[config.mk]
export PLATFORM = sky130hd
export DESIGN_NAME = priority_ceiling_scheduler
export DESIGN_NICKNAME = d
export VERILOG_FILES = /design/src/rtl/psc_pkg.sv /design/src/rtl/psc_cell.sv /design/src/rtl/priority_ceiling_scheduler.sv
export VERILOG_INCLUDE_DIRS = /design/src /design/src/rtl
export SDC_FILE = /design/constraint.sdc
export NUM_CORES = 1
export LEC_CHECK = 0
export BUFFER_PORTS_ARGS = -buffer_cell sky130_fd_sc_hd__buf_2
export CORE_ASPECT_RATIO = 0.6
export CORE_MARGIN = 4
export CORE_UTILIZATION = 40
export CTS_CLUSTER_SIZE = 24
export DETAILED_ROUTE_END_ITERATION = 10
export SKIP_CTS_REPAIR_TIMING = 1
export SYNTH_ARGS = -nofsm -noshare
export SYNTH_HDL_FRONTEND = slang
export SYNTH_SLANG_ARGS = --single-unit
[constraint.sdc]
create_clock -name clk_i -period 3.6 [get_ports clk_i]
set_clock_uncertainty 0.2 [all_clocks]
set_input_delay 0.72 -clock clk_i [delete_from_list [all_inputs] [get_ports clk_i]]
set_output_delay 0.72 -clock clk_i [all_outputs]
set_load 0.03 [all_outputs]
[src/rtl/priority_ceiling_scheduler_assert.svh]
// Assertion macros used by the scheduler module.
`ifndef PRIORITY_CEILING_SCHEDULER_ASSERT_SVH
`define PRIORITY_CEILING_SCHEDULER_ASSERT_SVH

// Same-cycle implication, checked while out of reset.
`define PSC_ASSERT_NOW(label, clk, rst_n, ante, cons) \
  label: assert property (@(posedge clk) disable iff (!rst_n) (ante) |-> (cons)) \
    else $error("Scheduler check failed in the same cycle.");

// Next-cycle implication, checked while out of reset.
`define PSC_ASSERT_NEXT(label, clk, rst_n, ante, cons) \
  label: assert property (@(posedge clk) disable iff (!rst_n) (ante) |=> (cons)) \
    else $error("Scheduler check failed one cycle later.");

`endif

[src/rtl/psc_pkg.sv]
package psc_pkg;

  localparam int DEFAULT_QUEUE_DEPTH = 16;
  localparam int POS_W = 4;

  typedef enum logic [1:0] {
    OP_RUN    = 2'd0,
    OP_BLOCK  = 2'd1,
    OP_LOCK   = 2'd2,
    OP_UNLOCK = 2'd3
  } op_e;

  typedef enum logic [1:0] {
    ERR_OK      = 2'd0,
    ERR_LOCKED  = 2'd1,
    ERR_CEILING = 2'd2
  } err_e;

  typedef enum logic [1:0] {
    ST_IDLE = 2'd0,
    ST_EVAL = 2'd1,
    ST_PICK = 2'd2
  } state_e;

  // Command broadcast to every cell of the queue.
  typedef struct packed {
    logic             wr;
    logic [POS_W-1:0] addr;
    logic [POS_W-1:0] task_pos;
    logic             none;
    logic             eval;
  } cell_cmd_t;

endpackage

[src/rtl/psc_cell.sv]
module psc_cell
  import psc_pkg::*;
#(
  parameter int QueueDepth = DEFAULT_QUEUE_DEPTH,
  parameter int Idx = 0
) (
  input  logic                                  clk_i,
  input  logic                                  rst_ni,
  input  cell_cmd_t                             cmd_i,
  input  logic [QueueDepth-1:0]                 run_vec_i,
  output logic                                  run_o,
  output logic [$clog2(QueueDepth+1)-1:0]       holder_o,
  input  logic                                  found_i,
  input  logic [$clog2(QueueDepth+1)-1:0]       pos_i,
  output logic                                  found_o,
  output logic [$clog2(QueueDepth+1)-1:0]       pos_o
);

  localparam int HoldW = $clog2(QueueDepth + 1);
  localparam int IdxW = $clog2(QueueDepth);
  localparam logic [HoldW-1:0] HolderNone = HoldW'(QueueDepth);

  logic [HoldW-1:0] holder_q, holder_d;
  logic             cand_q, cand_d;
  logic             sel;

  assign sel = (32'(cmd_i.addr) == Idx);

  always_comb begin
    holder_d = holder_q;
    if (cmd_i.wr && sel) begin
      holder_d = cmd_i.none ? HolderNone : HoldW'(cmd_i.task_pos);
    end
  end

  // A cell is a candidate when it is a runnable task or a mutex held by one.
  assign cand_d = (holder_q < HolderNone) && run_vec_i[holder_q[IdxW-1:0]];

  always_ff @(posedge clk_i or negedge rst_ni) begin
    if (!rst_ni) begin
      holder_q <= HolderNone;
      cand_q   <= 1'b0;
    end else begin
      holder_q <= holder_d;
      if (cmd_i.eval) begin
        cand_q <= cand_d;
      end
    end
  end

  assign run_o    = (holder_q == HoldW'(Idx));
  assign holder_o = holder_q;

  assign found_o = found_i | cand_q;
  assign pos_o   = found_i ? pos_i : (cand_q ? holder_q : pos_i);

endmodule

[src/rtl/priority_ceiling_scheduler.sv]
// Priority-ceiling scheduler over a queue of task and mutex entries.
// A request is taken on a rising edge with start high and busy low; it
// carries opcode_i, task_position_i and mutex_position_i. The request
// updates at most one entry, then the queue is searched from position 0
// for the first runnable task or locked mutex whose holder is runnable.
// Each request gives exactly one result: next_task_o, found_o and
// error_code_o, marked by result_valid_o for a single cycle.
// The result strobe shows once the entry is written at the accepting edge,
// every cell has registered its candidate bit in the EVAL state, and the
// search has rippled through the chain of cells into the output registers in
// the PICK state. busy is high in the EVAL and PICK states, so no new request
// is taken before the last one's result shows; a new request may be taken in
// the cycle the result shows.
// The receiver cannot hold results off; each result must be taken when shown.
// Reset marks every entry as none and clears the busy and strobe flags.
`include "priority_ceiling_scheduler_assert.svh"

module priority_ceiling_scheduler
  import psc_pkg::*;
#(
  parameter int QueueDepth = DEFAULT_QUEUE_DEPTH
) (
  input  logic             clk_i,
  input  logic             rst_ni,
  input  logic             start,
  output logic             busy,
  input  logic [1:0]       opcode_i,
  input  logic [POS_W-1:0] task_position_i,
  input  logic [POS_W-1:0] mutex_position_i,
  output logic             result_valid_o,
  output logic [POS_W-1:0] next_task_o,
  output logic             found_o,
  output logic [1:0]       error_code_o
);

  localparam int HoldW = $clog2(QueueDepth + 1);
  localparam logic [HoldW-1:0] HolderNone = HoldW'(QueueDepth);

  state_e state_q, state_d;
  err_e   err_q, err_d;
  cell_cmd_t cmd;

  logic                  accept;
  logic                  t_ok, m_ok;
  logic [HoldW-1:0]      m_hold;
  logic [QueueDepth-1:0] run_vec;
  logic [HoldW-1:0]      holder [QueueDepth];
  logic                  found_c [QueueDepth+1];
  logic [HoldW-1:0]      pos_c [QueueDepth+1];

  logic             result_valid_q, result_valid_d;
  logic [POS_W-1:0] next_task_q, next_task_d;
  logic             found_q, found_d;

  assign accept = start && (state_q == ST_IDLE);
  assign t_ok = (32'(task_position_i) < QueueDepth);
  assign m_ok = (32'(mutex_position_i) < QueueDepth);

  always_comb begin
    m_hold = HolderNone;
    for (int i = 0; i < QueueDepth; i++) begin
      if (32'(mutex_position_i) == i) begin
        m_hold = holder[i];
      end
    end
  end

  always_comb begin
    state_d        = state_q;
    err_d          = err_q;
    result_valid_d = 1'b0;
    next_task_d    = next_task_q;
    found_d        = found_q;
    cmd            = '0;
    cmd.task_pos   = task_position_i;
    case (state_q)
      ST_IDLE: begin
        if (start) begin
          state_d = ST_EVAL;
          err_d   = ERR_OK;
          case (op_e'(opcode_i))
            OP_RUN: begin
              cmd.wr   = t_ok;
              cmd.addr = task_position_i;
            end
            OP_BLOCK: begin
              cmd.wr   = t_ok;
              cmd.addr = task_position_i;
              cmd.none = 1'b1;
            end
            OP_LOCK: begin
              cmd.addr = mutex_position_i;
              if (t_ok && m_ok) begin
                if (m_hold != HolderNone) begin
                  err_d = ERR_LOCKED;
                end else if (!(mutex_position_i < task_position_i)) begin
                  err_d = ERR_CEILING;
                end else begin
                  cmd.wr = 1'b1;
                end
              end
            end
            OP_UNLOCK: begin
              cmd.wr   = m_ok;
              cmd.addr = mutex_position_i;
              cmd.none = 1'b1;
            end
            default: begin
              cmd.wr = 1'b0;
            end
          endcase
        end
      end
      ST_EVAL: begin
        cmd.eval = 1'b1;
        state_d  = ST_PICK;
      end
      ST_PICK: begin
        result_valid_d = 1'b1;
        found_d        = found_c[QueueDepth];
        next_task_d    = found_c[QueueDepth] ? POS_W'(pos_c[QueueDepth]) : '0;
        state_d        = ST_IDLE;
      end
      default: begin
        state_d = ST_IDLE;
      end
    endcase
  end

  always_ff @(posedge clk_i or negedge rst_ni) begin
    if (!rst_ni) begin
      state_q        <= ST_IDLE;
      result_valid_q <= 1'b0;
    end else begin
      state_q        <= state_d;
      result_valid_q <= result_valid_d;
    end
  end

  always_ff @(posedge clk_i) begin
    err_q       <= err_d;
    next_task_q <= next_task_d;
    found_q     <= found_d;
  end

  assign found_c[0] = 1'b0;
  assign pos_c[0]   = '0;

  for (genvar g = 0; g < QueueDepth; g++) begin : g_cell
    psc_cell #(
      .QueueDepth(QueueDepth),
      .Idx       (g)
    ) u_cell (
      .clk_i    (clk_i),
      .rst_ni   (rst_ni),
      .cmd_i    (cmd),
      .run_vec_i(run_vec),
      .run_o    (run_vec[g]),
      .holder_o (holder[g]),
      .found_i  (found_c[g]),
      .pos_i    (pos_c[g]),
      .found_o  (found_c[g+1]),
      .pos_o    (pos_c[g+1])
    );
  end

  assign busy           = (state_q != ST_IDLE);
  assign result_valid_o = result_valid_q;
  assign next_task_o    = next_task_q;
  assign found_o        = found_q;
  assign error_code_o   = err_q;

  `PSC_ASSERT_NOW(a_strobe_idle, clk_i, rst_ni, result_valid_o, !busy)
  `PSC_ASSERT_NEXT(a_accept_busy, clk_i, rst_ni, accept, busy && !result_valid_o)
  `PSC_ASSERT_NOW(a_none_zero, clk_i, rst_ni, result_valid_o && !found_o, next_task_o == '0)
  `PSC_ASSERT_NEXT(a_strobe_single, clk_i, rst_ni, result_valid_o, !result_valid_o)

endmodule
# Word-level counts from Yosys, hierarchy flattened
# Index checks and enable logic that the tools add are counted.
dict set report word_totals {
  mem_count 0
  mem_bits_rw 0
  wordCells 275
  out_inout_bits 9
  in_bits 13
  regBits 106
  latchBits 0
  rom_bits 0
}
dict set report op_classes {
  div_mod_pow 0
  reduce_logical 42
  n_eq_ne 52
  bitwise 16
  add_sub_neg 0
  shift 0
  n_mul 0
  n_lt_le_gt_ge 33
  n_mux 94
}
# cell n
set op_table {}
lappend op_table {{$mux W4} 31}
lappend op_table {{$mux W5} 19}
lappend op_table {{$lt A4 B5 Y1 const B} 16}
lappend op_table {{$lt A5 B5 Y1 const B} 16}
lappend op_table {{$bmux W1 S4} 16}
lappend op_table {{$eq A4 B4 Y1 const B} 16}
lappend op_table {{$eq A5 B4 Y1 const B} 8}
lappend op_table {{$eq A4 B3 Y1 const B} 8}
lappend op_table {{$logic_and A1 B1 Y1} 32}
lappend op_table {{$mux W1} 24}
lappend op_table {{$eq A5 B3 Y1 const B} 4}
lappend op_table {{$eq A4 B2 Y1 const B} 4}
lappend op_table {{$or A1 B1 Y1} 15}
lappend op_table {{$pmux W5 S3} 1}
lappend op_table {{$eq A5 B2 Y1 const B} 2}
lappend op_table {{$eq A4 B1 Y1 const B} 2}
lappend op_table {{$logic_not A4 Y1} 2}
lappend op_table {{$eq A2 B2 Y1 const B} 3}
lappend op_table {{$reduce_or A2 Y1} 3}
lappend op_table {{$eq A5 B1 Y1 const B} 1}
lappend op_table {{$logic_not A5 Y1} 1}
lappend op_table {{$ne A5 B5 Y1 const B} 1}
lappend op_table {{$eq A2 B1 Y1 const B} 2}
lappend op_table {{$logic_not A2 Y1} 2}
lappend op_table {{7 further kinds} 8}

# Logic depth before layout (Yosys ltp)
dict set report logic_depth {
  depth_word 31
  depth_mapped 12
  ltp_nobuf 9
}

# By module
# Synthesis repeated with hierarchy kept, for this count alone.
dict set report unflattened {
  cells_unflattened 911
  hier_area_um2 9122.5
}
# module area_per_inst_um2 cells_per_inst instances seq_area_each_um2
set by_module_without_submodules {}
lappend by_module_without_submodules {priority_ceiling_scheduler 1368.8 176 1 285.3}
lappend by_module_without_submodules {{psc_cell at g_cell[12].u_cell ...} 490.5 45 2 151.4}
lappend by_module_without_submodules {{psc_cell at g_cell[13].u_cell ...} 490.5 46 2 151.4}
lappend by_module_without_submodules {{psc_cell at g_cell[5].u_cell ...} 476.7 46 2 151.4}
lappend by_module_without_submodules {{psc_cell at g_cell[8].u_cell} 494.2 45 1 151.4}
lappend by_module_without_submodules {{psc_cell at g_cell[1].u_cell} 493.0 48 1 151.4}
lappend by_module_without_submodules {{psc_cell at g_cell[0].u_cell} 491.7 48 1 151.4}
lappend by_module_without_submodules {{psc_cell at g_cell[2].u_cell} 485.5 45 1 151.4}
lappend by_module_without_submodules {{psc_cell at g_cell[11].u_cell} 483.0 46 1 151.4}
lappend by_module_without_submodules {{psc_cell at g_cell[14].u_cell} 483.0 45 1 151.4}
lappend by_module_without_submodules {{psc_cell at g_cell[10].u_cell} 480.5 44 1 151.4}
lappend by_module_without_submodules {{psc_cell at g_cell[15].u_cell} 479.2 46 1 151.4}
lappend by_module_without_submodules {{psc_cell at g_cell[7].u_cell} 475.5 47 1 151.4}
lappend by_module_without_submodules {{psc_cell at g_cell[3].u_cell} 473.0 47 1 151.4}

# Worst setup path after synthesis
# Ideal clock, no wire load.
dict set report synth_path {
  kind {input port to flip-flop}
  startpoint {input port mutex_position_i[1]}
  endpoint {register g_cell[1].u_cell.holder_q[0]}
  setup_slack_ns 0.114
  arrival_time_ns 3.161
  cell_stages 11
  path_buffers 3
  setup_ns 0.125
  t_required_ns 3.275
  path_cell_list {buf_4 > buf_8 > mux2i_1 > a221o_1 > o32ai_1 > nand2_1 > a22oi_2 > a31oi_4 > buf_6 > nor4_4 > mux2_2}
}
dict set report synth_between {
  elab_chain_cells 23
  elab_cells_between_ends 41
  cone_classes {order compare (1); eq/ne (17); mux (21); reduce/logical (2)}
}
# element line_no
set synth_rtl {}
lappend synth_rtl {{start: declaration} priority_ceiling_scheduler.sv:29} ;# input logic [POS_W-1:0] mutex_position_i,
lappend synth_rtl {{$logic_not A4 Y1} priority_ceiling_scheduler.sv:62} ;# if (32'(mutex_position_i) == i) begin
lappend synth_rtl {{$mux W5 (16 in series)} priority_ceiling_scheduler.sv:62}
lappend synth_rtl {{$ne A5 B5 Y1} priority_ceiling_scheduler.sv:94} ;# if (m_hold != HolderNone) begin
lappend synth_rtl {{$mux W1} priority_ceiling_scheduler.sv:94}
lappend synth_rtl {{$pmux W5 S3 *} priority_ceiling_scheduler.sv:81} ;# case (op_e'(opcode_i))
lappend synth_rtl {{$mux W5 *} priority_ceiling_scheduler.sv:78} ;# if (start) begin
lappend synth_rtl {{$mux W5 *} priority_ceiling_scheduler.sv:76} ;# case (state_q)
lappend synth_rtl {{$logic_and A1 B1 Y1 *} psc_cell.sv:31} ;# if (cmd_i.wr && sel) begin
lappend synth_rtl {{end signal: assignment} psc_cell.sv:41} ;# holder_q <= HolderNone;
lappend synth_rtl {{end signal: assignment} psc_cell.sv:44} ;# holder_q <= holder_d;
lappend synth_rtl {{end: declaration} psc_cell.sv:23} ;# logic [HoldW-1:0] holder_q, holder_d;
# Every way passes the cells marked *; elsewhere a longest branch is shown, timed or not.
# A chain may end at the register's enable or synchronous reset.

# Worst setup path in the final report
dict set report layout_path {
  startpoint {input port mutex_position_i[1]}
  endpoint {register g_cell[0].u_cell.holder_q[3]}
}
dict set report layout_between {
  elab_chain_cells 23
  elab_cells_between_ends 41
  cone_classes {order compare (1); eq/ne (16); mux (21); reduce/logical (3)}
}
# element line_no
set layout_rtl {}
lappend layout_rtl {{$logic_not A4 Y1} priority_ceiling_scheduler.sv:62}
lappend layout_rtl {{$mux W5 (16 in series)} priority_ceiling_scheduler.sv:62}
lappend layout_rtl {{$ne A5 B5 Y1} priority_ceiling_scheduler.sv:94}
lappend layout_rtl {{$mux W1} priority_ceiling_scheduler.sv:94}
lappend layout_rtl {{$pmux W5 S3 *} priority_ceiling_scheduler.sv:81}
lappend layout_rtl {{$mux W5 *} priority_ceiling_scheduler.sv:78}
lappend layout_rtl {{$mux W5 *} priority_ceiling_scheduler.sv:76}
lappend layout_rtl {{$logic_and A1 B1 Y1 *} psc_cell.sv:31}
lappend layout_rtl {{end signal: assignment} psc_cell.sv:41}
lappend layout_rtl {{end signal: assignment} psc_cell.sv:44}
lappend layout_rtl {{end: declaration} psc_cell.sv:23}
# Marked as above.

==> reports/summary.txt <==
H-tree depth: 3
nets: 897
crit-path leading delay family: compound AO/OA/AOI/OAI gates
worst skew pair latency: 0.37 ns
IO buf count: 21
vias per cell: 6.51
Finish-stage setup viols: 0
Die ar.: 0.0231 mm^2
Crit. End Element: flip-flop
placed insts: 1141
prevailing post-synth register cell: dfrtp_1
top sig layer: met4
setup slack, reg-to-reg: 0.17 ns
yosys warns: 0
Initial Util: 0.410
DRC: 0
first-pass GRT wire length: 46500 um
Crit Path Category: in -> reg
Slowest-stage cell, CP: nor3_4
post-synthesis sequential area ratio: 0.327
met2 wire len: 11700 um
maximum clock rate: 0.287 GHz
Synth async-reset ratio: 0.934
Root Driver: clkbuf_16
Worst Path Max Fanout: 13
Place WS: -0.211 ns
vias in the first global route: 7017
Post-Syn Area per Cell: 10.1 um^2
crit-path cells: buf_2, buf_4, mux2i_1, o32ai_1, a31oi_1, o211ai_1, a22oi_2, a31oi_4, buf_12, buf_12, nor3_4, mux2_2
Most common cell on crit path: buf_12
Core Area: 0.0202 mm^2
initial antenna violation count: 1
Global Route Usage Sum: 0.268
Max-cap violations: 0
leakage power: 0.00372 uW
status: completed
Synth Instances: 822
commonest cells in the netlist: 90 x mux2_2, 85 x nand2_1, 83 x dfrtp_1, 65 x clkbuf_1, 54 x mux4_2
drt wl/cell: 26.7 um
Reg2Reg Depth: 10
FILL cells: 1872
Synth top area share: 0.251
data required time of the worst path: 3.65 ns
standard-cell rows: 40
count leader, synth: mux2_2
area occupied by multi-input gates: 0.00516 mm^2
max-slew violation count: 0
CTS tree: done
Synth cell types: 67
pwr dens: 545 mW/mm^2
largest net degree at the start of global routing: 52
via count: 7546
maximum vdd drop: 0.248 mV
Slew @ Worst Pin: 0.979 ns
num ports: 22
worst setup margin: 0.121 ns
WHS: 0.206 ns
DRT iter0 DRCs: 1133
grt ovf: 0
RSZ-0062 raised after global routing: false
CP max stage delay: 0.39 ns
crit start category: primary input
Levels on crit path: 12
Met1 Wirelength: 13800 um
# clock sinks: 106
Syn Nets: 838
Post-Layout Cell Count: 1159
Final Hold Viols: 0
Tmin final: 3.48 ns
Syn Std Cell Area: 0.00828 mm^2
Die Wd: 194 um
CP arrival: 3.53 ns
fin util: 0.474
Max-slew headroom: 0.345
crit path buf inv count: 4
largest area contributor in the netlist: dfrtp_1
DP HPWL: 23600 um
Storage cell area: 0.00271 mm^2
First-pass DRT Iterations: 6
routed wire length: 30900 um
clk buf depth: 2
clock-pin slew on the worst setup and hold paths: 0.07 ns
share of cells above drive strength 1: 0.374
CTS buffer count: 9
period utilization: 0.966
Final Wtd Congestion: 1.07
die height: 119 um
WL met3: 5000 um
diode count: 0
Post-synth EDFFs: 7
DRT antenna net count: 0
Power Total: 5210 uW
Synth-to-Final Area Change: 15.5%
HP Class: in -> async
flops & latches, synth: 106
top post-synthesis cells by area: dfrtp_1 25%, mux4_2 15%, mux2_2 12%
final timing paths:
check / from / to
max in group asynchronous: rst_ni / g_cell[5].u_cell.holder_o[4]$_DFFE_PN1P_
setup / recovery: mutex_position_i[1] / g_cell[0].u_cell.holder_o[3]$_DFFE_PN0P_
hold reg to reg: g_cell[3].u_cell.cand_q$_DFFE_PN0N_ / g_cell[3].u_cell.cand_q$_DFFE_PN0N_
min in group clk_i: g_cell[3].u_cell.cand_q$_DFFE_PN0N_ / g_cell[3].u_cell.cand_q$_DFFE_PN0N_
setup reg to reg: g_cell[13].u_cell.holder_o[4]$_DFFE_PN1P_ / g_cell[0].u_cell.holder_o[3]$_DFFE_PN0P_
hold / removal: rst_ni / result_valid_o$_DFF_PN0_
metrics by stage:
stage                     setup TNS, ns  instance area, um^2
after global routing                  0                 9560
final                                 0                 9560
after detailed placement          -6.29                 9260
after global placement            -4.58                 9260
after floorplan                       0                 8280
after CTS                             0                 9550
sequential cells by signal, indices dropped and copies added, names as in the netlist:
register / flops
g_cell.u_cell.holder_o: 80
next_task_o: 4
g_cell.u_cell.cand_q: 16
found_o: 1
result_valid_o: 1
state_q: 2
error_code_o: 2
metal layers:
metal  track usage  vias up
li1              -     3230
met5             0        -
met1         0.407     3780
met3         0.135       37
met2         0.342      499
met4        0.0420        0
kinds of logic after synthesis:
family	share of synthesized area
fa+ha+maj	0.00454
simple gates	0.171
flops	0.327
mux	0.291
buf+inv	0.0517
compound gates	0.155
final cells by class:
class,count,area share
multi-input cells,612,0.540
flip-flops and latches,106,0.283
repair buffers,135,0.105
well taps,273,0.0357
clock buffers,10,0.0250
inverters,17,0.00667
clock inverters,6,0.00497
layout by cell type (no fill, tap or decap), types with 16 or more instances in the layout:
cell and instances:
inv_1 16, nor2_1 49, buf_2 20, dfrtp_1 83, nand2_1 85, buf_4 112, a21oi_1 38, mux4_2 54
mux2_2 90, dfstp_2 16, o211ai_1 18, nor3_1 16, mux2i_1 18, nor2b_1 17, o21ai_0 49
report_power, final:
part / internal (uW) / total (uW) / switching [uW]
clock: 498 / 991 / 494
sequential: 1500 / 2020 / 519
combinational: 1030 / 2200 / 1160
total: 3030 / 5210 / 2180
Note: power is estimated with default switching activity, not from simulation.
